<file path="src/hw/rtl/utf8_to_cp1252_converter_defines.svh">
// Assertion macros for the UTF-8 to Windows-1252 converter
`ifndef UTF8_TO_CP1252_CONVERTER_DEFINES_SVH
`define UTF8_TO_CP1252_CONVERTER_DEFINES_SVH

// Same-cycle implication, checked out of reset
`define U2C_ASSERT_NOW(lbl, clk, rst_n, ante, cons, msg) \
	lbl: assert property (@(posedge clk) disable iff (!rst_n) (ante) |-> (cons)) \
		else $error(msg);

// Next-cycle implication, checked out of reset
`define U2C_ASSERT_NEXT(lbl, clk, rst_n, ante, cons, msg) \
	lbl: assert property (@(posedge clk) disable iff (!rst_n) (ante) |=> (cons)) \
		else $error(msg);

`endif

</file>
<file path="src/hw/rtl/u2c_pkg.sv">
// Shared types, constants and decode functions for the UTF-8 to Windows-1252 converter
`timescale 1ns / 1ps
package u2c_pkg;

	localparam logic [7:0] REPL_RESET = 8'h3F;

	typedef struct packed {
		logic [7:0] in_byte;
		logic       text_end;
	} in_item_t;

	typedef struct packed {
		logic [7:0] out_byte;
		logic       run_last;
		logic       text_done;
	} out_item_t;

	typedef enum logic {
		ST_IDLE,
		ST_SCAN
	} state_t;

	// Commands from the controller to the datapath
	typedef struct packed {
		logic load;     // take an input item and start the scan
		logic advance;  // emit at the scan point and move on
		logic finish;   // release the pending result as the last of the item
		logic hold;     // keep the unfinished tail for the next item
	} dp_cmd_t;

	// Status from the datapath to the controller
	typedef struct packed {
		logic at_end;    // scan point past the last byte
		logic act_hold;  // sequence at the scan point is unfinished and must be kept
		logic pend_v;    // a result is waiting to be released
		logic out_free;  // output register can take a result this cycle
	} dp_sts_t;

	// Sequence length from the lead byte, zero for a byte that cannot lead
	function automatic logic [2:0] seq_len(input logic [7:0] b);
		logic [2:0] len;
		if (b[7] == 1'b0)
			len = 3'd1;
		else if ((b & 8'hE0) == 8'hC0)
			len = 3'd2;
		else if ((b & 8'hF0) == 8'hE0)
			len = 3'd3;
		else if ((b & 8'hF8) == 8'hF0)
			len = 3'd4;
		else
			len = 3'd0;
		return len;
	endfunction

	// Code point to Windows-1252 byte
	function automatic logic [7:0] map_cp(input logic [20:0] cp, input logic [7:0] repl);
		logic [7:0] r;
		if (cp <= 21'h7F || (cp >= 21'hA0 && cp <= 21'hFF)) begin
			r = cp[7:0];
		end else begin
			case (cp)
				21'h20AC: r = 8'h80;
				21'h201A: r = 8'h82;
				21'h0192: r = 8'h83;
				21'h201E: r = 8'h84;
				21'h2026: r = 8'h85;
				21'h2020: r = 8'h86;
				21'h2021: r = 8'h87;
				21'h02C6: r = 8'h88;
				21'h2030: r = 8'h89;
				21'h0160: r = 8'h8A;
				21'h2039: r = 8'h8B;
				21'h0152: r = 8'h8C;
				21'h017D: r = 8'h8E;
				21'h2018: r = 8'h91;
				21'h2019: r = 8'h92;
				21'h201C: r = 8'h93;
				21'h201D: r = 8'h94;
				21'h2022: r = 8'h95;
				21'h2013: r = 8'h96;
				21'h2014: r = 8'h97;
				21'h02DC: r = 8'h98;
				21'h2122: r = 8'h99;
				21'h0161: r = 8'h9A;
				21'h203A: r = 8'h9B;
				21'h0153: r = 8'h9C;
				21'h017E: r = 8'h9E;
				21'h0178: r = 8'h9F;
				default:  r = repl;
			endcase
		end
		return r;
	endfunction

endpackage

</file>
<file path="src/hw/rtl/u2c_dp.sv">
// Datapath: held bytes, scan window, decode and output register
`timescale 1ns / 1ps
module u2c_dp (
	input  logic               clk,
	input  logic               arst_n,
	input  u2c_pkg::in_item_t  in_data,
	output u2c_pkg::out_item_t out_data,
	output logic               out_valid,
	input  logic               out_ready,
	input  logic               cfg_wr_en,
	input  logic [7:0]         cfg_wr_data,
	input  u2c_pkg::dp_cmd_t   cmd,
	output u2c_pkg::dp_sts_t   sts
);
	import u2c_pkg::*;

	logic [7:0]       repl_q;
	logic [2:0][7:0]  held_q;
	logic [1:0]       held_cnt_q;
	logic [3:0][7:0]  seq_q;
	logic [2:0]       n_q;
	logic [2:0]       p_q;
	logic             fin_q;
	logic [7:0]       pend_q;
	logic             pend_v_q;
	out_item_t        out_q;
	logic             out_valid_q;

	logic [3:0][7:0]  win;
	logic [2:0]       avail;
	logic [2:0]       len;
	logic             bad;
	logic             trunc;
	logic [20:0]      cp;
	logic [7:0]       emit_byte;
	logic [2:0]       step;
	logic             push;

	// Window starts at the scan point
	assign win   = seq_q >> {p_q[1:0], 3'b000};
	assign avail = n_q - p_q;
	assign len   = seq_len(win[0]);

	always_comb begin
		bad = 1'b0;
		for (int k = 1; k < 4; k++) begin
			if (3'(k) < len && 3'(k) < avail && win[k][7:6] != 2'b10)
				bad = 1'b1;
		end
	end

	assign trunc = len > avail;

	always_comb begin
		case (len)
			3'd2:    cp = {10'd0, win[0][4:0], win[1][5:0]};
			3'd3:    cp = {5'd0, win[0][3:0], win[1][5:0], win[2][5:0]};
			default: cp = {win[0][2:0], win[1][5:0], win[2][5:0], win[3][5:0]};
		endcase
	end

	always_comb begin
		if (len == 3'd0 || bad || trunc) begin
			emit_byte = repl_q;
			step      = 3'd1;
		end else if (len == 3'd1) begin
			emit_byte = win[0];
			step      = 3'd1;
		end else begin
			emit_byte = map_cp(cp, repl_q);
			step      = len;
		end
	end

	assign sts.at_end   = p_q >= n_q;
	assign sts.act_hold = (len >= 3'd2) && !bad && trunc && !fin_q;
	assign sts.pend_v   = pend_v_q;
	assign sts.out_free = !out_valid_q || out_ready;

	assign push = pend_v_q && (cmd.advance || cmd.finish);

	always_ff @(posedge clk or negedge arst_n) begin
		if (!arst_n) begin
			repl_q <= REPL_RESET;
		end else if (cfg_wr_en) begin
			repl_q <= cfg_wr_data;
		end
	end

	always_ff @(posedge clk or negedge arst_n) begin
		if (!arst_n) begin
			held_cnt_q  <= 2'd0;
			n_q         <= 3'd0;
			p_q         <= 3'd0;
			fin_q       <= 1'b0;
			pend_v_q    <= 1'b0;
			out_valid_q <= 1'b0;
		end else begin
			if (cmd.load) begin
				held_cnt_q <= 2'd0;
				n_q        <= {1'b0, held_cnt_q} + 3'd1;
				p_q        <= 3'd0;
				fin_q      <= in_data.text_end;
				pend_v_q   <= 1'b0;
			end
			if (cmd.advance) begin
				p_q      <= p_q + step;
				pend_v_q <= 1'b1;
			end
			if (cmd.finish) begin
				pend_v_q <= 1'b0;
				if (cmd.hold)
					held_cnt_q <= avail[1:0];
			end
			if (push)
				out_valid_q <= 1'b1;
			else if (out_ready)
				out_valid_q <= 1'b0;
		end
	end

	always_ff @(posedge clk) begin
		if (cmd.load) begin
			for (int i = 0; i < 3; i++)
				seq_q[i] <= (2'(i) == held_cnt_q) ? in_data.in_byte : held_q[i];
			seq_q[3] <= in_data.in_byte;
		end
		if (cmd.advance)
			pend_q <= emit_byte;
		if (cmd.finish && cmd.hold) begin
			for (int i = 0; i < 3; i++)
				held_q[i] <= win[i];
		end
		if (push) begin
			out_q.out_byte  <= pend_q;
			out_q.run_last  <= cmd.finish;
			out_q.text_done <= cmd.finish && fin_q;
		end
	end

	assign out_data  = out_q;
	assign out_valid = out_valid_q;

endmodule

</file>
<file path="src/hw/rtl/u2c_ctrl.sv">
// Controller: accepts items and steps the scan one result at a time
`timescale 1ns / 1ps
module u2c_ctrl (
	input  logic             clk,
	input  logic             arst_n,
	input  logic             in_valid,
	output logic             in_ready,
	input  u2c_pkg::dp_sts_t sts,
	output u2c_pkg::dp_cmd_t cmd
);
	import u2c_pkg::*;

	state_t state_q;
	state_t state_d;
	logic   can_push;

	// A new result may go out once any waiting one has somewhere to land
	assign can_push = !sts.pend_v || sts.out_free;

	always_comb begin
		state_d = state_q;
		case (state_q)
			ST_IDLE: begin
				if (in_valid)
					state_d = ST_SCAN;
			end
			ST_SCAN: begin
				if ((sts.at_end || sts.act_hold) && can_push)
					state_d = ST_IDLE;
			end
			default: state_d = ST_IDLE;
		endcase
	end

	always_comb begin
		cmd      = '0;
		in_ready = 1'b0;
		case (state_q)
			ST_IDLE: begin
				in_ready = 1'b1;
				cmd.load = in_valid;
			end
			ST_SCAN: begin
				if (sts.at_end || sts.act_hold) begin
					cmd.finish = can_push;
					cmd.hold   = can_push && !sts.at_end;
				end else begin
					cmd.advance = can_push;
				end
			end
			default: begin
				cmd = '0;
			end
		endcase
	end

	always_ff @(posedge clk or negedge arst_n) begin
		if (!arst_n) begin
			state_q <= ST_IDLE;
		end else begin
			state_q <= state_d;
		end
	end

endmodule

</file>
<file path="src/hw/rtl/utf8_to_cp1252_converter.sv">
// Top level of the UTF-8 to Windows-1252 converter
//
// Takes one UTF-8 byte per item and returns zero to four Windows-1252 bytes
// for it. Once an item is taken, the scan unit walks the up to four bytes on
// hand (held tail plus the new byte) and produces one result per cycle when
// the output side keeps up, from the single decode-and-map step of the scan.
// Each result waits in a pending register so the last one of an item can
// carry run_last; text_done marks the last result of a final item.
// The replacement byte (reset 0x3F) is written through cfg_wr_en/cfg_wr_data;
// the user must write it only while the block is idle; the block does not enforce it.
`timescale 1ns / 1ps
`include "utf8_to_cp1252_converter_defines.svh"
module utf8_to_cp1252_converter (
	input  logic               clk,
	input  logic               arst_n,
	input  logic               in_valid,
	output logic               in_ready,
	input  u2c_pkg::in_item_t  in_data,
	output logic               out_valid,
	input  logic               out_ready,
	output u2c_pkg::out_item_t out_data,
	input  logic               cfg_wr_en,
	input  logic [7:0]         cfg_wr_data
);
	import u2c_pkg::*;

	dp_cmd_t cmd;
	dp_sts_t sts;

	u2c_ctrl u_ctrl (
		.clk      (clk),
		.arst_n   (arst_n),
		.in_valid (in_valid),
		.in_ready (in_ready),
		.sts      (sts),
		.cmd      (cmd)
	);

	u2c_dp u_dp (
		.clk         (clk),
		.arst_n      (arst_n),
		.in_data     (in_data),
		.out_data    (out_data),
		.out_valid   (out_valid),
		.out_ready   (out_ready),
		.cfg_wr_en   (cfg_wr_en),
		.cfg_wr_data (cfg_wr_data),
		.cmd         (cmd),
		.sts         (sts)
	);

	`U2C_ASSERT_NOW(a_no_pend_on_accept, clk, arst_n, in_valid && in_ready, !sts.pend_v, "item accepted while a result is still pending")
	`U2C_ASSERT_NOW(a_adv_fin_excl, clk, arst_n, cmd.advance, !cmd.finish && !cmd.hold, "advance and finish issued together")
	`U2C_ASSERT_NEXT(a_finish_clears, clk, arst_n, cmd.finish, !sts.pend_v && in_ready, "pending result left after finish")
	`U2C_ASSERT_NEXT(a_advance_pends, clk, arst_n, cmd.advance, sts.pend_v && !in_ready, "advance did not leave a pending result")

endmodule

</file>
<file path="config.mk">
export PLATFORM = sky130hd
export DESIGN_NAME = utf8_to_cp1252_converter
export DESIGN_NICKNAME = d
export VERILOG_FILES = /design/src/hw/rtl/u2c_pkg.sv /design/src/hw/rtl/u2c_dp.sv /design/src/hw/rtl/u2c_ctrl.sv /design/src/hw/rtl/utf8_to_cp1252_converter.sv
export VERILOG_INCLUDE_DIRS = /design/src /design/src/hw/rtl
export SDC_FILE = /design/constraint.sdc
export NUM_CORES = 1
export LEC_CHECK = 0
export BUFFER_PORTS_ARGS = -buffer_cell sky130_fd_sc_hd__buf_4
export CAP_MARGIN = 40
export CORE_MARGIN = 1.5
export CORE_UTILIZATION = 50
export CTS_CLUSTER_SIZE = 20
export DETAILED_ROUTE_END_ITERATION = 16
export PLACE_DENSITY = 0.67
export SYNTH_ARGS = -nofsm -noshare
export SYNTH_HDL_FRONTEND = slang
export SYNTH_HIERARCHICAL = 1
export SYNTH_SLANG_ARGS = --single-unit
</file>
<file path="constraint.sdc">
create_clock -name clk -period 14.36 [get_ports clk]
set_input_delay 2.154 -clock clk [delete_from_list [all_inputs] [get_ports clk]]
set_output_delay 2.154 -clock clk [all_outputs]
set_load 0.02 [all_outputs]
</file>
# Word-level counts from Yosys, hierarchy flattened
# Cells that the tools add are included.
[op_classes] n_eq_ne=38 add_sub_neg=3 mux=35 n_shift=1 bitwise_logic=1 order_cmp=12 n_reduce_logical=32
[op_table] op="equality test 21 x 14 -> 1 bit, second input constant" n=17
[op_table] op="one-hot mux 8 bit (27 select lines)" n=1
[op_table] op="equality test 21 x 9 -> 1 bit, second input constant" n=8
[op_table] op="2-to-1 mux 8 bit" n=6
[op_table] op="equality test 21 x 10 -> 1 bit, second input constant" n=2
[op_table] op="one-hot mux 21 bit (2 select lines)" n=1
[op_table] op="right shift 32 x 5 -> 32 bit" n=1
[op_table] op="2-to-1 mux 3 bit" n=9
[op_table] op="greater-or-equal comparator 21 x 8 -> 1 bit, second input constant" n=1
[op_table] op="less-or-equal comparator 21 x 7 -> 1 bit, second input constant" n=1
[op_table] op="less-or-equal comparator 21 x 8 -> 1 bit, second input constant" n=1
[op_table] op="logical AND 1 bit" n=15
[op_table] op="2-to-1 mux 1 bit" n=13
[op_table] op="less-than comparator 2 x 3 -> 1 bit, first input constant" n=4
[op_table] op="2-to-1 mux 2 bit" n=4
[op_table] op="logical OR 1 bit" n=7
[op_table] op="equality test 3 x 2 -> 1 bit, second input constant" n=2
[op_table] op="less-than comparator 1 x 3 -> 1 bit, first input constant" n=2
[op_table] op="!= test 2 bit, second input constant" n=3
[op_table] op="equality test 5 bit, second input constant" n=1
[op_table] op="zero test 1 bit" n=5
[op_table] op="equality test 4 bit, second input constant" n=1
[op_table] op="nonzero test 2 bit" n=2
[op_table] op="adder 2 x 1 -> 3 bit, second input constant" n=1
[op_table] op="14 further kinds" n=14
[totals] elab_cells=141 output_inout_bits=12 reg_bits=94

# Longest topological paths before layout
[depth] ltp_word=22 ltp_mapped=22 ltp_nobuf=17

# By module
# The synthesis kept the hierarchy.
[modules_own_cells] mod="u2c_dp" n_inst=1 seq_area_each_um2=2705.1 cells_each=543 area_per_inst_um2=5939.4
[modules_own_cells] mod="u2c_ctrl" n_inst=1 seq_area_each_um2=25.0 cells_each=10 area_per_inst_um2=96.3

# Worst setup path before layout
# No wires, ideal clock.
[synth_timing] path_type="reg-to-reg" from="register u_dp.p_q[1]" to="register u_dp.out_q, in the netlist u_dp/out_data[0], enable pin" setup_slack_ns=9.753 arrival_ns=4.273 setup_time_ns=0.334 t_required_ns=14.026 path_stages_with_launch=18 n_path_buf=5 period_less_slack_ns=4.607 path_cell_list="dfrtp_1 > buf_4 > buf_4 > buf_2 > clkbuf_1 > inv_1 > fa_1 > inv_1 > ha_1 > a21oi_1 > nor2_1 > o21ai_0 > nor2_1 > and3_1 > nor4_2 > clkbuf_1 > o21ai_0 > inv_1"
[synth_lines] item="start: declaration" line_no="u2c_dp.sv:22" source="logic [2:0] p_q;"
[synth_lines] item="start signal: assignment" line_no="u2c_dp.sv:107" source="p_q <= p_q + step;"
[synth_lines] item="end: declaration" line_no="u2c_dp.sv:26" source="out_item_t out_q;"

==> flow_summary_export.csv <==
group,metric,value,unit
clock_tree,cts_tree,"yes",
run,cap_viol_max_count,0,
drt,ant_nets,0,
timing,hold_violations,0,
critical_path,crit_path_end_kind,"register",
floorplanning,die_width,113,um
critical_path,cp_slowest_cell,"mux4_2",
yosys,synth_area,6040,um2
floorplanning,die_h,113,um
yosys,synth_nets,589,
floorplanning,io_pins,34,
finish,fillers,999,
floorplanning,die-area,12700,um2
drt,vias,4659,
clock_tree,cts_hold_buf,0,
grt,grt.overflow.total,0,
clock_tree,cts_resized,0,
grt,grt_pass1_wl,24700,um
yosys,async_flop_share,21.3,%
clock_tree,post-cts-setup-buffers,0,
finish,final_common_cell,"edfxtp_1",
critical_path,crit_top_cell,"nand2_1",
critical_path,startpoint_type,"register",
critical_path,cp_cell_sequence,"buf_4 -> mux4_2 -> nand2_1 -> nand2_1 -> inv_1 -> ha_1 -> nand3b_1 -> o21ai_0 -> nor2_1 -> and3_1 -> nor2_1 -> nor3_1 -> nand2_1 -> inv_1 -> buf_16",
timing,min_period_over_period,33.4,%
clock_tree,clk_pin_slew,0.07,ns
timing,fin_ws,9.56,ns
clock_tree,numCtsBuffers,9,
placement,dp_hpwl,11200,um
critical_path,rr_startpoint,"u_dp/p_q[0]",
timing,final.min_clock_period,4.80,ns
timing,setup-tns-final,0,ns
critical_path,path_class,"register to register",
timing,setup_viol,0,
run_status,status,"complete, no violations",
drt,drc,0,
finish,drive_gt1_share,23.7,%
pwr,max-vdd-ir-drop,169,uV
pwr,power.total,1.55,mW
drt,viasPerCell,6.46,
placement,portBuffers,33,
timing,slew_headroom,42.9,%
drt,routed_wl,15500,um
timing,fmax,0.208,GHz
min_path,hold_start,"u_dp/pend_q[1]",
critical_path,critPathLaunch,"u_dp/p_q[0]",
drt,dr.first_iter.drc_count,396,
clock_tree,clk_path_buf_depth,2,
clock_tree,clock_latency,0.35,ns
finish,mostFrequentLayoutCells,"edfxtp_1 (74), buf_4 (42), nor2_1 (42)",
yosys,ys_warn_count,6,
grt,grt_pass1_vias,4515,
finish,antenna_cells,0,
clock_tree,cts_max_level,3,
pwr,power_density,233,nW/um2
yosys,syn-instance-count,553,
grt,antenna_found_initial,0,
timing,fin_worst_skew,0.00659,ns
grt,grt_max_degree,43,
finish,nNetsFinal,609,
critical_path,crit_fanout,42,
finish,fin_util,57.1,%
floorplanning,coreArea,11600,um2
drt,post_drt_wl_per_cell,21.5,um
critical_path,critPathArrivalTime,4.86,ns
critical_path,worst_ep_required_time,14.42,ns
yosys,yosysUniqueCellTypes,87,
timing,rsz0062_at_grt,"no",
grt,grt_util_all_layers,25.4,%
timing,finalMaxSlewViolations,0,
timing,worst_pin_slew,0.857,ns
placement,post-place-ws,9.62,ns
clock_tree,clock_sinks,94,
drt,first_pass_iters,5,
placement,gp_congestion,0.969,
floorplanning,initial_core_util,52.0,%
yosys,ys_ff_latch,94,
yosys,synth_edf_count,74,
yosys,yosysSeqAreaShare,45.2,%
yosys,avgSynthCellArea,10.9,um2
clock_tree,cts.root.buffer_cell,"clkbuf_16",
finish,area_delta_synth_final,9.85,%
pwr,leakagePower,2.44,nW
critical_path,slowest_delay,0.81,ns
floorplanning,rows,39,
yosys,ys.flop_type,"edfxtp_1",
min_path,hold_path.class,"register to register",
==> layout make-up <==
type,instances,area [um2],share of cell area (%)
clock buffer,10,229,3.45
clock inverter,6,45.0,0.679
inverter,21,78.8,1.19
multi-input combinational,404,3030,45.6
sequential,94,2730,41.2
tap,143,179,2.70
timing repair buffer,43,343,5.17
==> layer usage <==
layer	vias up	global-route usage [%]	part of all wire, %
met1	2324	35.7	46
met4	0	7.92	2.2
met5	-	0	0
met3	23	4.87	5.6
li1	2161	-	-
met2	151	40.2	46
==> flip-flops by register name, summed over array words and instances (netlist names) <==
name	count
u_dp/seq_q	32
u_dp/held_q	24
u_dp/out_data	10
u_dp/pend_q	8
u_dp/repl_q	8
u_dp/n_q	3
u_dp/p_q	3
u_dp/held_cnt_q	2
u_ctrl/state_q	1
u_dp/fin_q	1
u_dp/out_valid	1
u_dp/pend_v_q	1
==> critical path: cells and delay by family, from the launching register on <==
kind | cells | cell delay (ns)
AND/OR/NAND/NOR | 8 | 1.65
flip-flops | 1 | 0.40
buffers and inverters | 4 | 1.12
multiplexers | 1 | 0.81
adder cells (fa/ha/maj) | 1 | 0.27
AO/OA/AOI/OAI | 1 | 0.19
==> path summary, 6_finish.rpt <==
check	endpoint	cells after the start	slack, ns
max in group asynchronous	u_dp/repl_q[0]	1	12.42
worst max-delay path	u_dp/held_q[20]	15	9.56
worst min-delay path	u_dp/out_data[3]	0	0.42
worst max register to register	u_dp/held_q[20]	15	9.56
min in group asynchronous	u_dp/repl_q[6]	1	1.67
worst min register to register	u_dp/out_data[3]	0	0.42
==> cell usage after synthesis, types with 3 or more instances <==
cell / n / area, um2
mux4_2: 7 / 158
edfxtp_1: 74 / 2220
nor4_1: 6 / 37.5
clkbuf_1: 15 / 56.3
or3b_2: 4 / 35.0
buf_4: 5 / 37.5
a21oi_1: 34 / 170
a211o_1: 3 / 26.3
a211oi_1: 6 / 45.0
a31oi_1: 4 / 25.0
ha_1: 12 / 150
a31o_2: 3 / 26.3
inv_1: 19 / 71.3
nand2_1: 40 / 150
mux2i_1: 21 / 210
nand3b_1: 7 / 52.6
dfstp_2: 6 / 158
buf_2: 8 / 40.0
nand3_1: 16 / 80.1
o21ai_1: 3 / 15.0
o2bb2ai_1: 9 / 78.8
nor2_1: 42 / 158
dfrtp_1: 14 / 350
o211ai_1: 5 / 37.5
and2_1: 7 / 43.8
o31ai_1: 8 / 60.1
and3_1: 3 / 18.8
nor3b_1: 3 / 22.5
nand2b_1: 5 / 31.3
a22o_1: 5 / 43.8
xnor2_1: 3 / 26.3
nor2b_1: 7 / 43.8
a21o_1: 7 / 52.6
nor3_1: 11 / 55.1
buf_6: 6 / 67.6
or3_1: 3 / 18.8
nand4_1: 8 / 50.1
o21ai_0: 19 / 95.1
a22oi_1: 4 / 30.0
mux2_2: 36 / 405
==> cells by family after synthesis <==
family	after synthesis	synth area share, %
AND/OR/NAND/NOR	185	17.0
AO/OA/AOI/OAI	136	16.3
flip-flops	94	45.2
multiplexers	65	13.1
buffers and inverters	55	4.64
adder cells (fa/ha/maj)	14	3.15
XOR/XNOR	4	0.581
==> stage by stage <==
step / area, um2 / hold WS (ns) / cells
final: 6630 / 0.421 / 721
after global routing: 6630 / 0.423 / 721
after CTS: 6630 / 0.421 / 721
after detailed placement: 6360 / 0.406 / 705
after global placement: 6310 / 0.405 / 701
after floorplan: 6040 / 0.400 / 553
==> report_power, final <==
group          total (mW)  switching (mW)  internal (mW)  leakage, nW
clock               0.225           0.106          0.119        0.132
combinational       0.900           0.582          0.318         1.39
sequential          0.422          0.0322          0.390        0.922
Power figures use the tool's default switching activity.
